File: config.mk
export PLATFORM = sky130hd
export DESIGN_NAME = substring_match_scanner_core
export DESIGN_NICKNAME = d
export VERILOG_FILES = /design/src/rtl/sms_pkg.sv /design/src/rtl/substring_match_scanner_core.sv
export VERILOG_INCLUDE_DIRS = /design/src /design/src/rtl
export SDC_FILE = /design/constraint.sdc
export NUM_CORES = 2
export LEC_CHECK = 0
export BUFFER_PORTS_ARGS = -buffer_cell sky130_fd_sc_hd__buf_2
export CAP_MARGIN = 15
export CORE_AREA = 3 3 271 273
export CTS_CLUSTER_DIAMETER = 120
export DETAILED_ROUTE_END_ITERATION = 16
export DIE_AREA = 0 0 274 276
export PLACE_DENSITY = 0.67
export SKIP_LAST_GASP = 1
export SLEW_MARGIN = 40
export SYNTH_ARGS = -nofsm -noshare
export SYNTH_HDL_FRONTEND = slang
export SYNTH_SLANG_ARGS = --single-unit
File: constraint.sdc
create_clock -name clk -period 8.1 [get_ports clk]
set_input_delay 0.405 -clock clk [delete_from_list [all_inputs] [get_ports clk]]
set_output_delay 0.405 -clock clk [all_outputs]
set_load 0.02 [all_outputs]
File: src/rtl/substring_match_scanner_core_macros.svh
// Assertion shorthands for the substring match scanner.
`ifndef SUBSTRING_MATCH_SCANNER_CORE_MACROS_SVH
`define SUBSTRING_MATCH_SCANNER_CORE_MACROS_SVH

// Check that a condition holds in the same cycle as its trigger.
`define SMS_ASSERT_SAME(label, clock, rstn, ante, cons, msg) \
  label: assert property (@(posedge clock) disable iff (!rstn) (ante) |-> (cons)) \
    else $error(msg);

// Check that a condition holds in the cycle after its trigger.
`define SMS_ASSERT_NEXT(label, clock, rstn, ante, cons, msg) \
  label: assert property (@(posedge clock) disable iff (!rstn) (ante) |=> (cons)) \
    else $error(msg);

`endif

File: src/rtl/sms_pkg.sv
package sms_pkg;

  // Configuration bus geometry: five registers, 64-bit data, 8-byte stride
  localparam int DATA_W    = 64;
  localparam int ADDR_W    = 6;
  localparam int REG_IDX_W = 3;

  // Field widths fixed by the interface
  localparam int LEN_W     = 5;
  localparam int OCC_W     = 16;
  localparam int OUT_POS_W = 16;
  localparam int CNT_W     = 16;

  typedef enum logic [REG_IDX_W-1:0] {
    REG_PATTERN_LOW  = 3'd0,
    REG_PATTERN_HIGH = 3'd1,
    REG_PATTERN_LEN  = 3'd2,
    REG_FOLD_CASE    = 3'd3,
    REG_OCCURRENCE   = 3'd4
  } sms_reg_t;

  // Map an ASCII upper-case letter to lower case when folding is on
  function automatic logic [7:0] sms_fold(input logic [7:0] c, input logic en);
    logic [7:0] res;
    res = c;
    if (en && (c >= 8'h41) && (c <= 8'h5A)) begin
      res = c + 8'h20;
    end
    return res;
  endfunction

endpackage

File: src/rtl/substring_match_scanner_core.sv
// Substring match scanner: streams a text one byte per request and counts every
// (overlapping) start of a configured pattern of 1 to PATTERN_MAX bytes, exact or
// ASCII case-folded. It takes one byte per clock, save for the stall below; the byte
// marked last yields one result request, passing through the input register and then
// the result register, carrying found flags, first/last/nth start, count and
// overflow. A last byte waits in the input register while an earlier result is
// still held on the output, which stalls the input for those cycles. All candidate
// bytes are compared combinationally between the input register and the
// state/result registers. Program the pattern, length, case folding and wanted
// occurrence through the APB port only while no text is in flight; positions
// beyond 2^POSITION_BITS bytes are dropped and flagged.
module substring_match_scanner_core
  import sms_pkg::*;
#(
  parameter int PATTERN_MAX   = 16,
  parameter int POSITION_BITS = 16
) (
  input  logic                  clk,
  input  logic                  rst_n,

  input  logic                  in_valid,
  output logic                  in_ready,
  input  logic [7:0]            in_text_byte,
  input  logic                  in_text_last,

  output logic                  out_valid,
  input  logic                  out_ready,
  output logic                  out_any_found,
  output logic [OUT_POS_W-1:0]  out_first_start,
  output logic [OUT_POS_W-1:0]  out_last_start,
  output logic                  out_nth_found,
  output logic [OUT_POS_W-1:0]  out_nth_start,
  output logic [CNT_W-1:0]      out_match_total,
  output logic                  out_length_overflow,

  input  logic                  psel,
  input  logic                  penable,
  input  logic                  pwrite,
  input  logic [ADDR_W-1:0]     paddr,
  input  logic [DATA_W-1:0]     pwdata,
  output logic [DATA_W-1:0]     prdata,
  output logic                  pready
);

`include "substring_match_scanner_core_macros.svh"

  localparam int POS_W  = POSITION_BITS + 1;
  localparam int WIN_D  = (PATTERN_MAX > 1) ? PATTERN_MAX - 1 : 1;
  localparam int CALC_W = (POS_W > OUT_POS_W) ? POS_W : OUT_POS_W;

  // Configuration registers
  logic [DATA_W-1:0] pat_lo_r;
  logic [DATA_W-1:0] pat_hi_r;
  logic [LEN_W-1:0]  pat_len_r;
  logic              fold_r;
  logic [OCC_W-1:0]  occ_r;

  // Input stage
  logic              in_valid_r;
  logic [7:0]        in_byte_r;
  logic              in_last_r;

  // Scan state
  logic [7:0]        recent_r [WIN_D];
  logic [POS_W-1:0]  pos_r,       pos_nxt;
  logic [CNT_W-1:0]  tally_r,     tally_nxt,     tally_upd;
  logic [OUT_POS_W-1:0] first_r,  first_nxt,     first_upd;
  logic [OUT_POS_W-1:0] latest_r, latest_nxt,    latest_upd;
  logic [OUT_POS_W-1:0] nth_r,    nth_nxt,       nth_upd;
  logic [OCC_W-1:0]  nth_left_r,  nth_left_nxt,  nth_left_upd;
  logic              any_r,       any_nxt,       any_upd;
  logic              nthf_r,      nthf_nxt,      nthf_upd;
  logic              ovf_r,       ovf_nxt,       ovf_upd;

  // Result register
  logic              out_valid_r;
  logic              res_any_r;
  logic [OUT_POS_W-1:0] res_first_r;
  logic [OUT_POS_W-1:0] res_last_r;
  logic              res_nthf_r;
  logic [OUT_POS_W-1:0] res_nth_r;
  logic [CNT_W-1:0]  res_total_r;
  logic              res_ovf_r;

  logic              cfg_wr;
  sms_reg_t          reg_idx;
  logic              proc;
  logic              overflowed;
  logic [LEN_W-1:0]  len_act;
  logic [LEN_W-1:0]  len_m1;
  logic [2*DATA_W-1:0] pat_all;
  logic [7:0]        pat_f [PATTERN_MAX];
  logic [7:0]        seq_f [PATTERN_MAX];
  logic [PATTERN_MAX-1:0] byte_ok;
  logic              in_window;
  logic              hit;
  logic [CALC_W-1:0] start_full;
  logic [OUT_POS_W-1:0] start;
  logic [OCC_W-1:0]  occ_load;

  // APB decode
  assign pready  = 1'b1;
  assign cfg_wr  = psel & penable & pwrite & pready;
  assign reg_idx = sms_reg_t'(paddr[ADDR_W-1:ADDR_W-REG_IDX_W]);

  always_comb begin
    unique case (reg_idx)
      REG_PATTERN_LOW:  prdata = pat_lo_r;
      REG_PATTERN_HIGH: prdata = pat_hi_r;
      REG_PATTERN_LEN:  prdata = DATA_W'(pat_len_r);
      REG_FOLD_CASE:    prdata = DATA_W'(fold_r);
      REG_OCCURRENCE:   prdata = DATA_W'(occ_r);
      default:          prdata = '0;
    endcase
  end

  // Advance the input stage unless a last byte would overwrite a stalled result
  assign proc     = in_valid_r & (~in_last_r | ~out_valid_r | out_ready);
  assign in_ready = ~in_valid_r | proc;

  // Clamp the pattern length into 1..PATTERN_MAX
  always_comb begin
    len_act = pat_len_r;
    if (pat_len_r == '0) begin
      len_act = LEN_W'(1);
    end else if (pat_len_r > LEN_W'(PATTERN_MAX)) begin
      len_act = LEN_W'(PATTERN_MAX);
    end
  end
  assign len_m1   = len_act - LEN_W'(1);
  assign occ_load = (occ_r == '0) ? OCC_W'(1) : occ_r;

  // Fold pattern and candidate bytes; seq_f[0] is the newest byte
  assign pat_all = {pat_hi_r, pat_lo_r};
  always_comb begin
    for (int j = 0; j < PATTERN_MAX; j++) begin
      pat_f[j] = sms_fold(pat_all[8*j +: 8], fold_r);
    end
    seq_f[0] = sms_fold(in_byte_r, fold_r);
    for (int j = 1; j < PATTERN_MAX; j++) begin
      seq_f[j] = sms_fold(recent_r[j-1], fold_r);
    end
  end

  // Pattern byte j lines up with the byte len-1-j places back
  always_comb begin
    for (int j = 0; j < PATTERN_MAX; j++) begin
      byte_ok[j] = (LEN_W'(j) >= len_act);
      for (int k = 0; k < PATTERN_MAX; k++) begin
        if (j + k < PATTERN_MAX) begin
          if (len_act == LEN_W'(j + k + 1)) begin
            byte_ok[j] = (pat_f[j] == seq_f[k]);
          end
        end
      end
    end
  end

  assign overflowed = pos_r[POS_W-1];
  assign in_window  = ~overflowed & (pos_r >= POS_W'(len_m1));
  assign hit        = in_window & (&byte_ok);
  assign start_full = CALC_W'(pos_r) + CALC_W'(1) - CALC_W'(len_act);
  assign start      = start_full[OUT_POS_W-1:0];

  // Update the scan state for the current byte
  always_comb begin
    tally_upd    = tally_r;
    first_upd    = first_r;
    latest_upd   = latest_r;
    nth_upd      = nth_r;
    nth_left_upd = nth_left_r;
    any_upd      = any_r;
    nthf_upd     = nthf_r;
    ovf_upd      = ovf_r | overflowed;
    if (hit) begin
      if (!any_r) begin
        first_upd = start;
      end
      latest_upd = start;
      any_upd    = 1'b1;
      if (tally_r != '1) begin
        tally_upd = tally_r + CNT_W'(1);
      end
      if (nth_left_r != '0) begin
        nth_left_upd = nth_left_r - OCC_W'(1);
        if (nth_left_r == OCC_W'(1)) begin
          nth_upd  = start;
          nthf_upd = 1'b1;
        end
      end
    end
  end

  // Next state: hold, update, clear after a last byte, or load a new occurrence
  always_comb begin
    pos_nxt      = pos_r;
    tally_nxt    = tally_r;
    first_nxt    = first_r;
    latest_nxt   = latest_r;
    nth_nxt      = nth_r;
    nth_left_nxt = nth_left_r;
    any_nxt      = any_r;
    nthf_nxt     = nthf_r;
    ovf_nxt      = ovf_r;
    if (proc) begin
      if (in_last_r) begin
        pos_nxt      = '0;
        tally_nxt    = '0;
        first_nxt    = '0;
        latest_nxt   = '0;
        nth_nxt      = '0;
        nth_left_nxt = occ_load;
        any_nxt      = 1'b0;
        nthf_nxt     = 1'b0;
        ovf_nxt      = 1'b0;
      end else begin
        pos_nxt      = overflowed ? pos_r : pos_r + POS_W'(1);
        tally_nxt    = tally_upd;
        first_nxt    = first_upd;
        latest_nxt   = latest_upd;
        nth_nxt      = nth_upd;
        nth_left_nxt = nth_left_upd;
        any_nxt      = any_upd;
        nthf_nxt     = nthf_upd;
        ovf_nxt      = ovf_upd;
      end
    end else if (cfg_wr && reg_idx == REG_OCCURRENCE && pos_r == '0) begin
      nth_left_nxt = (pwdata[OCC_W-1:0] == '0) ? OCC_W'(1) : pwdata[OCC_W-1:0];
    end
  end

  // Control and configuration registers
  always_ff @(posedge clk) begin
    if (!rst_n) begin
      pat_lo_r    <= '0;
      pat_hi_r    <= '0;
      pat_len_r   <= LEN_W'(1);
      fold_r      <= 1'b0;
      occ_r       <= OCC_W'(1);
      in_valid_r  <= 1'b0;
      out_valid_r <= 1'b0;
      pos_r       <= '0;
      tally_r     <= '0;
      first_r     <= '0;
      latest_r    <= '0;
      nth_r       <= '0;
      nth_left_r  <= OCC_W'(1);
      any_r       <= 1'b0;
      nthf_r      <= 1'b0;
      ovf_r       <= 1'b0;
    end else begin
      if (cfg_wr) begin
        unique case (reg_idx)
          REG_PATTERN_LOW:  pat_lo_r  <= pwdata;
          REG_PATTERN_HIGH: pat_hi_r  <= pwdata;
          REG_PATTERN_LEN:  pat_len_r <= pwdata[LEN_W-1:0];
          REG_FOLD_CASE:    fold_r    <= pwdata[0];
          REG_OCCURRENCE:   occ_r     <= pwdata[OCC_W-1:0];
          default: ;
        endcase
      end
      if (in_ready) begin
        in_valid_r <= in_valid;
      end
      if (proc && in_last_r) begin
        out_valid_r <= 1'b1;
      end else if (out_ready) begin
        out_valid_r <= 1'b0;
      end
      pos_r      <= pos_nxt;
      tally_r    <= tally_nxt;
      first_r    <= first_nxt;
      latest_r   <= latest_nxt;
      nth_r      <= nth_nxt;
      nth_left_r <= nth_left_nxt;
      any_r      <= any_nxt;
      nthf_r     <= nthf_nxt;
      ovf_r      <= ovf_nxt;
    end
  end

  // Data path: input byte, window shift, result capture
  always_ff @(posedge clk) begin
    if (in_ready && in_valid) begin
      in_byte_r <= in_text_byte;
      in_last_r <= in_text_last;
    end
    if (proc && !overflowed) begin
      recent_r[0] <= in_byte_r;
      for (int i = 1; i < WIN_D; i++) begin
        recent_r[i] <= recent_r[i-1];
      end
    end
    if (proc && in_last_r) begin
      res_any_r   <= any_upd;
      res_first_r <= first_upd;
      res_last_r  <= latest_upd;
      res_nthf_r  <= nthf_upd;
      res_nth_r   <= nth_upd;
      res_total_r <= tally_upd;
      res_ovf_r   <= ovf_upd;
    end
  end

  assign out_valid           = out_valid_r;
  assign out_any_found       = res_any_r;
  assign out_first_start     = res_first_r;
  assign out_last_start      = res_last_r;
  assign out_nth_found       = res_nthf_r;
  assign out_nth_start       = res_nth_r;
  assign out_match_total     = res_total_r;
  assign out_length_overflow = res_ovf_r;

  // Consistency checks
  `SMS_ASSERT_NEXT(a_last_gives_result, clk, rst_n, proc && in_last_r, out_valid_r, "no result")
  `SMS_ASSERT_SAME(a_no_hit_no_count, clk, rst_n, !any_r, tally_r == '0 && !nthf_r, "stray count")
  `SMS_ASSERT_SAME(a_ovf_saturated, clk, rst_n, ovf_r, pos_r[POS_W-1], "overflow below limit")

endmodule

Word-level counts from Yosys, hierarchy flattened
Memory sizes are Yosys's and may differ from the RTL's.
Index checks and enable logic that the tools add are counted.
{"block": "word_totals", "regBits": 328, "latchBits": 0, "mem_bits_rw": 120, "rom_bits": 0, "out_inout_bits": 134, "elab_cells": 609, "memories": 1}
{"block": "op_classes", "n_addsub": 37, "multipliers": 0, "div": 0, "n_lt_le_gt_ge": 82, "eq_ne": 161, "n_shift": 0, "muxes": 203, "bitwise_logic": 13, "reduce_logical": 86}
{"memory": "recent_r", "depth": 15, "word_bits": 8, "rd": 15, "rd_clocked_by_memory_dff": 0, "write_ports": 15, "line": "substring_match_scanner_core.sv:64", "source": "logic [7:0] recent_r [WIN_D];"}
{"operator": "8-bit == test", "count": 136}
{"operator": "64-bit case mux with 5 select lines", "count": 1}
{"operator": "16-bit two-way mux", "count": 19}
{"operator": "8-bit by 6-bit adder with 8-bit output (second input constant)", "count": 32}
{"operator": "8-bit by 7-bit greater-or-equal comparator with 1-bit output (second input constant)", "count": 32}
{"operator": "8-bit by 7-bit less-or-equal comparator with 1-bit output (second input constant)", "count": 32}
{"operator": "8-bit two-way mux", "count": 32}
{"operator": "1-bit two-way mux", "count": 147}
{"operator": "1-bit logical AND", "count": 69}
{"operator": "5-bit by 4-bit == test with 1-bit output (second input constant)", "count": 8}
{"operator": "4-bit by 5-bit greater-or-equal comparator with 1-bit output (first input constant)", "count": 8}
{"operator": "17-bit two-way mux", "count": 2}
{"operator": "16-bit zero test", "count": 2}
{"operator": "5-bit by 3-bit == test with 1-bit output (second input constant)", "count": 4}
{"operator": "3-bit by 5-bit greater-or-equal comparator with 1-bit output (first input constant)", "count": 4}
{"operator": "17-bit by 1-bit adder with 17-bit output (second input constant)", "count": 1}
{"operator": "17-bit by 5-bit greater-or-equal comparator with 1-bit output", "count": 1}
{"operator": "17-bit zero test", "count": 1}
{"operator": "16-bit by 1-bit adder with 16-bit output (second input constant)", "count": 1}
{"operator": "16-bit by 1-bit == test with 1-bit output (second input constant)", "count": 1}
{"operator": "16-bit != test (second input constant)", "count": 1}
{"operator": "16-bit AND reduction", "count": 1}
{"operator": "16-bit nonzero test", "count": 1}
{"operator": "16-bit by 1-bit subtractor with 16-bit output (second input constant)", "count": 1}
{"operator": "23 further kinds", "count": 45}

Logic depth before layout (Yosys ltp)
{"block": "depth", "ltp_word": 26, "ltp_mapped": 24, "ltp_nobuf": 19}

Worst setup path before layout
No wires, ideal clock.
{"block": "synth_path", "path_kind": "register to register", "from": "reg out_valid_r (netlist: out_valid)", "to": "reg pos_r[1]", "setup_time_ns": 0.128, "arrival_ns": 6.981, "path_slack_ns": 0.991, "stages_incl_launch_ff": 9, "n_path_buf": 1, "cell_sequence": "dfxtp_1 nor2b_1 nand2_1 nand2_1 clkbuf_1 nor2_1 nor2_1 a22oi_1 nor2_1"}
{"block": "synth_via", "elab_chain_cells": 5}
{"element": "start, declared", "line": "substring_match_scanner_core.sv:76", "source": "logic out_valid_r;"}
{"element": "start signal, assigned", "line": "substring_match_scanner_core.sv:241", "source": "out_valid_r <= 1'b0;"}
{"element": "start signal, assigned", "line": "substring_match_scanner_core.sv:266", "source": "out_valid_r <= 1'b1;"}
{"element": "start signal, assigned", "line": "substring_match_scanner_core.sv:268", "source": "out_valid_r <= 1'b0;"}
{"element": "1-bit inverter", "line": "substring_match_scanner_core.sv:118", "source": "assign proc = in_valid_r & (~in_last_r | ~out_valid_r | out_ready);"}
{"element": "1-bit bitwise OR (2 in series)", "line": "substring_match_scanner_core.sv:118"}
{"element": "1-bit AND", "line": "substring_match_scanner_core.sv:118"}
{"element": "2-bit AND reduction (no source line)"}
{"element": "end signal, assigned", "line": "substring_match_scanner_core.sv:270", "source": "pos_r <= pos_nxt;"}
{"element": "end, declared", "line": "substring_match_scanner_core.sv:65", "source": "logic [POS_W-1:0] pos_r, pos_nxt;"}
Every way passes these cells.
A chain may end at the register's enable or synchronous reset.

Worst setup path in the final report
{"block": "layout_path", "from": "reg pat_len_r[4]", "to": "reg res_first_r[12] (netlist: out_first_start[12]) (data pin)"}
{"block": "layout_via", "elab_chain_cells": 23, "elab_cells_between_ends": 180, "cone_classes": "2 x add/sub; 18 x order compare; 16 x eq/ne; 140 x mux; 2 x bitwise; 2 x reduce/logical"}
{"element": "start, declared", "line": "substring_match_scanner_core.sv:54", "source": "logic [LEN_W-1:0] pat_len_r;"}
{"element": "start signal, assigned", "line": "substring_match_scanner_core.sv:256", "source": "REG_PATTERN_LEN: pat_len_r <= pwdata[LEN_W-1:0];"}
{"element": "5-bit > comparator", "line": "substring_match_scanner_core.sv:126", "source": "end else if (pat_len_r > LEN_W'(PATTERN_MAX)) begin"}
{"element": "5-bit two-way mux", "line": "substring_match_scanner_core.sv:126"}
{"element": "5-bit two-way mux (*)", "line": "substring_match_scanner_core.sv:124", "source": "if (pat_len_r == '0) begin"}
{"element": "1-bit by 5-bit greater-or-equal comparator with 1-bit output or 5-bit by 1-bit == test with 1-bit output (tied branches)", "line": "substring_match_scanner_core.sv:148, substring_match_scanner_core.sv:151"}
{"element": "1-bit two-way mux (16 in series)", "line": "substring_match_scanner_core.sv:151", "source": "if (len_act == LEN_W'(j + k + 1)) begin"}
{"element": "16-bit AND reduction", "line": "substring_match_scanner_core.sv:161", "source": "assign hit = in_window & (&byte_ok);"}
{"element": "1-bit AND", "line": "substring_match_scanner_core.sv:161"}
{"element": "16-bit two-way mux (*)", "line": "substring_match_scanner_core.sv:175", "source": "if (hit) begin"}
{"element": "via first_upd[12]", "line": "substring_match_scanner_core.sv:67", "source": "logic [OUT_POS_W-1:0] first_r, first_nxt, first_upd;"}
{"element": "end signal, assigned", "line": "substring_match_scanner_core.sv:296", "source": "res_first_r <= first_upd;"}
{"element": "end, declared", "line": "substring_match_scanner_core.sv:78", "source": "logic [OUT_POS_W-1:0] res_first_r;"}
The timed path passes the listed nets; every way through them passes the cells marked *.

==> reports/qor.yml <==
drv_slew: 0
synth-async-reset-ratio_pct: 0
r2r-end: "out_first_start[12]$_DFFE_PP_"
syn_area_um2: 35500
fin_util_pct: 56.0
vias: 33700
yosys_warnings: 0
fin_nets: 4431
tritoncts: "yes"
synth_ff_type: "dfxtp_1"
worstHoldPathType: "in2reg"
tns_ns: 0
cp-start-kind: "flop"
hold_violations: 0
vias_per_cell: 6.38
initial_core_util_pct: 49.7
power_leakage_nw: 14.9
ctsHoldBuffers: 23
detail_route.first_pass.iterations: 6
dp_cells: 5165
io_buffers: 215
max_cap_viol_count: 0
core_area_um2: 71400
reg2reg_slack_ns: 1.46
timing.rr.start: "pat_len_r[4]$_SDFFE_PN0P_"
row_count: 98
path_class: "reg2reg"
synth_edf_count: 196
syn_inst: 4207
root_buffer: "clkbuf_16"
crit_required_ns: 8.48
setup_violations: 0
drive_gt1_share_pct: 14.6
wl_mm: 140
gr-total-overflow: 0
fin_cells: 5287
skew_ns: 0.0261
multi_input_area_um2: 23000
ctsResizeCount: 0
yosysUniqueCellTypes: 89
met3_usage_pct: 8.38
gp_congestion: 1.11
min_to: "pat_hi_r[32]$_SDFFE_PN0P_"
total_power_mw: 5.60
ant_nets: 0
grt_pass1_vias: 31700
die_h_um: 276
whs_ns: 0.0128
fill_cells: 6559
tightest_slew_ns: 1.02
drt_iter0_drc: 4005
die-area_um2: 75600
rsz0062_at_grt: "no"
peakVddDrop_mv: 0.153
ctsHtreeMaxLevel: 2
power_density_nw_per_um2: 140
post-cts-setup-buffers: 0
num_io_pins: 220
syn_nets: 4346
cts_max_path_buffers: 3
r2r_cells: 17
crit_fanout: 31
seq_area_frac_synth_pct: 30.8
syn2layout_area_growth_pct: 12.6
grt_pass1_wl_mm: 208
endpoint_kind: "flop"
hold_depth: 3
outcome: "finished clean"
antenna_found_initial: 2
fmax_ghz: 0.151
drc_errors: 0
clkTransAtPathRegs_ns: 0.06
grtUsageMet1_pct: 48.6
track_usage_pct: 35.9
cp.arrival_ns: 7.02
met2_usage_pct: 52.1
regArea_um2: 10900
ys_seq_elements: 448
dp_hpwl_mm: 100
grt_max_degree: 98
die_x_um: 274
cts-buffers-inserted: 51
cts.sinks: 448
finalCritPeriodShare_pct: 82.0
hp-start: "pwdata[32]"
syn_avg_cell_area_um2: 8.44
relSlewSlack_pct: 31.1
clock_latency_ns: 0.64
routedWlPerCell_um: 26.6
busiest_layer: "met2"
min_period_ns: 6.64
flip-flops by register name, indices dropped and copies added (netlist names), 5 cells and up:
name             cells
recent_r           120
pat_hi_r            64
pat_lo_r            64
pos_r               17
first_r             16
latest_r            16
nth_left_r          16
nth_r               16
occ_r               16
out_first_start     16
out_last_start      16
out_match_total     16
out_nth_start       16
tally_r             16
in_byte_r            8
pat_len_r            5
metrics by stage:
| step | area (um^2) | setup WS (ns) |
|---|---|---|
| after floorplan | 35500 | 0.991 |
| after global placement | 37800 | 1.87 |
| after detailed placement | 38000 | 1.79 |
| after CTS | 39900 | 1.80 |
| after global routing | 40000 | 1.32 |
| final | 40000 | 1.46 |
cell usage after synthesis, types with 21 or more instances:
cell type | n | area share, %
xnor2_1 | 581 | 14
xor2_1 | 517 | 13
nand2_1 | 498 | 5.3
dfxtp_1 | 252 | 14
a21oi_1 | 237 | 3.3
clkbuf_1 | 217 | 2.3
nor2_1 | 210 | 2.2
edfxtp_1 | 196 | 17
nand4_1 | 145 | 2.6
nor4_1 | 143 | 2.5
nand3_1 | 109 | 1.5
nor3_1 | 108 | 1.5
inv_1 | 88 | 0.93
buf_1 | 84 | 0.89
a22o_1 | 83 | 2.0
buf_2 | 79 | 1.1
o21ai_0 | 60 | 0.85
ha_1 | 52 | 1.8
mux2_2 | 33 | 1.0
nand2b_1 | 33 | 0.58
or4_1 | 33 | 0.70
mux2i_1 | 32 | 0.90
o41ai_1 | 29 | 0.72
or3_1 | 27 | 0.48
and3_1 | 23 | 0.41
o31ai_1 | 21 | 0.44
cells by family after synthesis:
group / after synthesis / synth area share (%)
buffers and inverters: 479 / 5.48
AND/OR/NAND/NOR: 1420 / 19.8
XOR/XNOR: 1098 / 27.1
adder cells (fa/ha/maj): 53 / 1.89
flip-flops: 448 / 30.8
AO/OA/AOI/OAI: 636 / 12.7
other: 1 / 0.0106
multiplexers: 72 / 2.25
layout make-up:
type | instances | share of cell area (%)
Clock inverter | 23 | 0.629
Multi-Input combinational cell | 3280 | 57.7
Inverter | 88 | 0.839
Tap cell | 950 | 2.98
Timing Repair Buffer | 423 | 6.85
Antenna cell | 2 | 0.0125
Clock buffer | 73 | 3.66
Sequential cell | 448 | 27.4
worst max path at each step:
stage	cells after the start	from	slack [ns]	endpoint
global route	17	pat_len_r[4]$_SDFFE_PN0P_	1.32	latest_r[11]$_SDFFE_PN0P_
floorplan	8	out_valid$_SDFFE_PN0P_	0.99	pos_r[1]$_SDFFE_PN0P_
global placement	17	pat_len_r[4]$_SDFFE_PN0P_	1.87	out_first_start[4]$_DFFE_PP_
CTS	17	pat_len_r[4]$_SDFFE_PN0P_	1.80	out_first_start[12]$_DFFE_PP_
finish	17	pat_len_r[4]$_SDFFE_PN0P_	1.46	out_first_start[12]$_DFFE_PP_
detailed placement	17	pat_len_r[4]$_SDFFE_PN0P_	1.79	out_first_start[12]$_DFFE_PP_
worst max-delay path, stage by stage (launching register included):
cell	delay, ns
dfxtp_1	0.80
nor2_1	0.20
inv_1	0.23
ha_1	0.48
nand3_1	0.82
nor4_1	0.49
nand3_1	0.12
nor4_1	0.55
a311oi_1	0.15
o21ai_0	0.19
nand3_1	0.11
a2111oi_0	0.56
nor4_2	0.16
o31ai_4	0.35
nand2b_4	0.27
nor2_2	0.14
buf_4	0.35
mux2_2	0.39
layer usage:
| layer | vias to the layer above | part of all wire [%] |
|---|---|---|
| li1 | 14800 | - |
| met1 | 16100 | 40 |
| met2 | 2238 | 41 |
| met3 | 596 | 11 |
| met4 | 0 | 7.1 |
| met5 | - | 0 |
where the power goes:
part	leakage, nW	switching, mW	internal [mW]
sequential	3.88	0.0875	2.41
combinational	10.2	0.460	0.258
clock	0.841	1.04	1.34
total	14.9	1.59	4.01
cell usage in the layout, fill, tap and decap left out, drive strengths merged, types with 16 or more instances in the layout:
| master | count |
|---|---|
| xnor2 | 581 |
| xor2 | 517 |
| nand2 | 499 |
| buf | 400 |
| dfxtp | 252 |
| a21oi | 237 |
| nor2 | 212 |
| edfxtp | 196 |
| nand4 | 145 |
| nor4 | 144 |
| nand3 | 109 |
| nor3 | 108 |
| inv | 92 |
| a22o | 83 |
| o21ai | 75 |
| clkbuf | 73 |
| ha | 52 |
| o41ai | 43 |
| mux2 | 40 |
| nand2b | 35 |
| or4 | 33 |
| mux2i | 32 |
| or3 | 27 |
| o31ai | 26 |
| and3 | 23 |
| dlygate4sd3 | 23 |
| a31oi | 17 |
| nor4b | 16 |
| a32o | 16 |
| clkinv | 16 |
No activity file was read; power rests on OpenSTA's default activity.
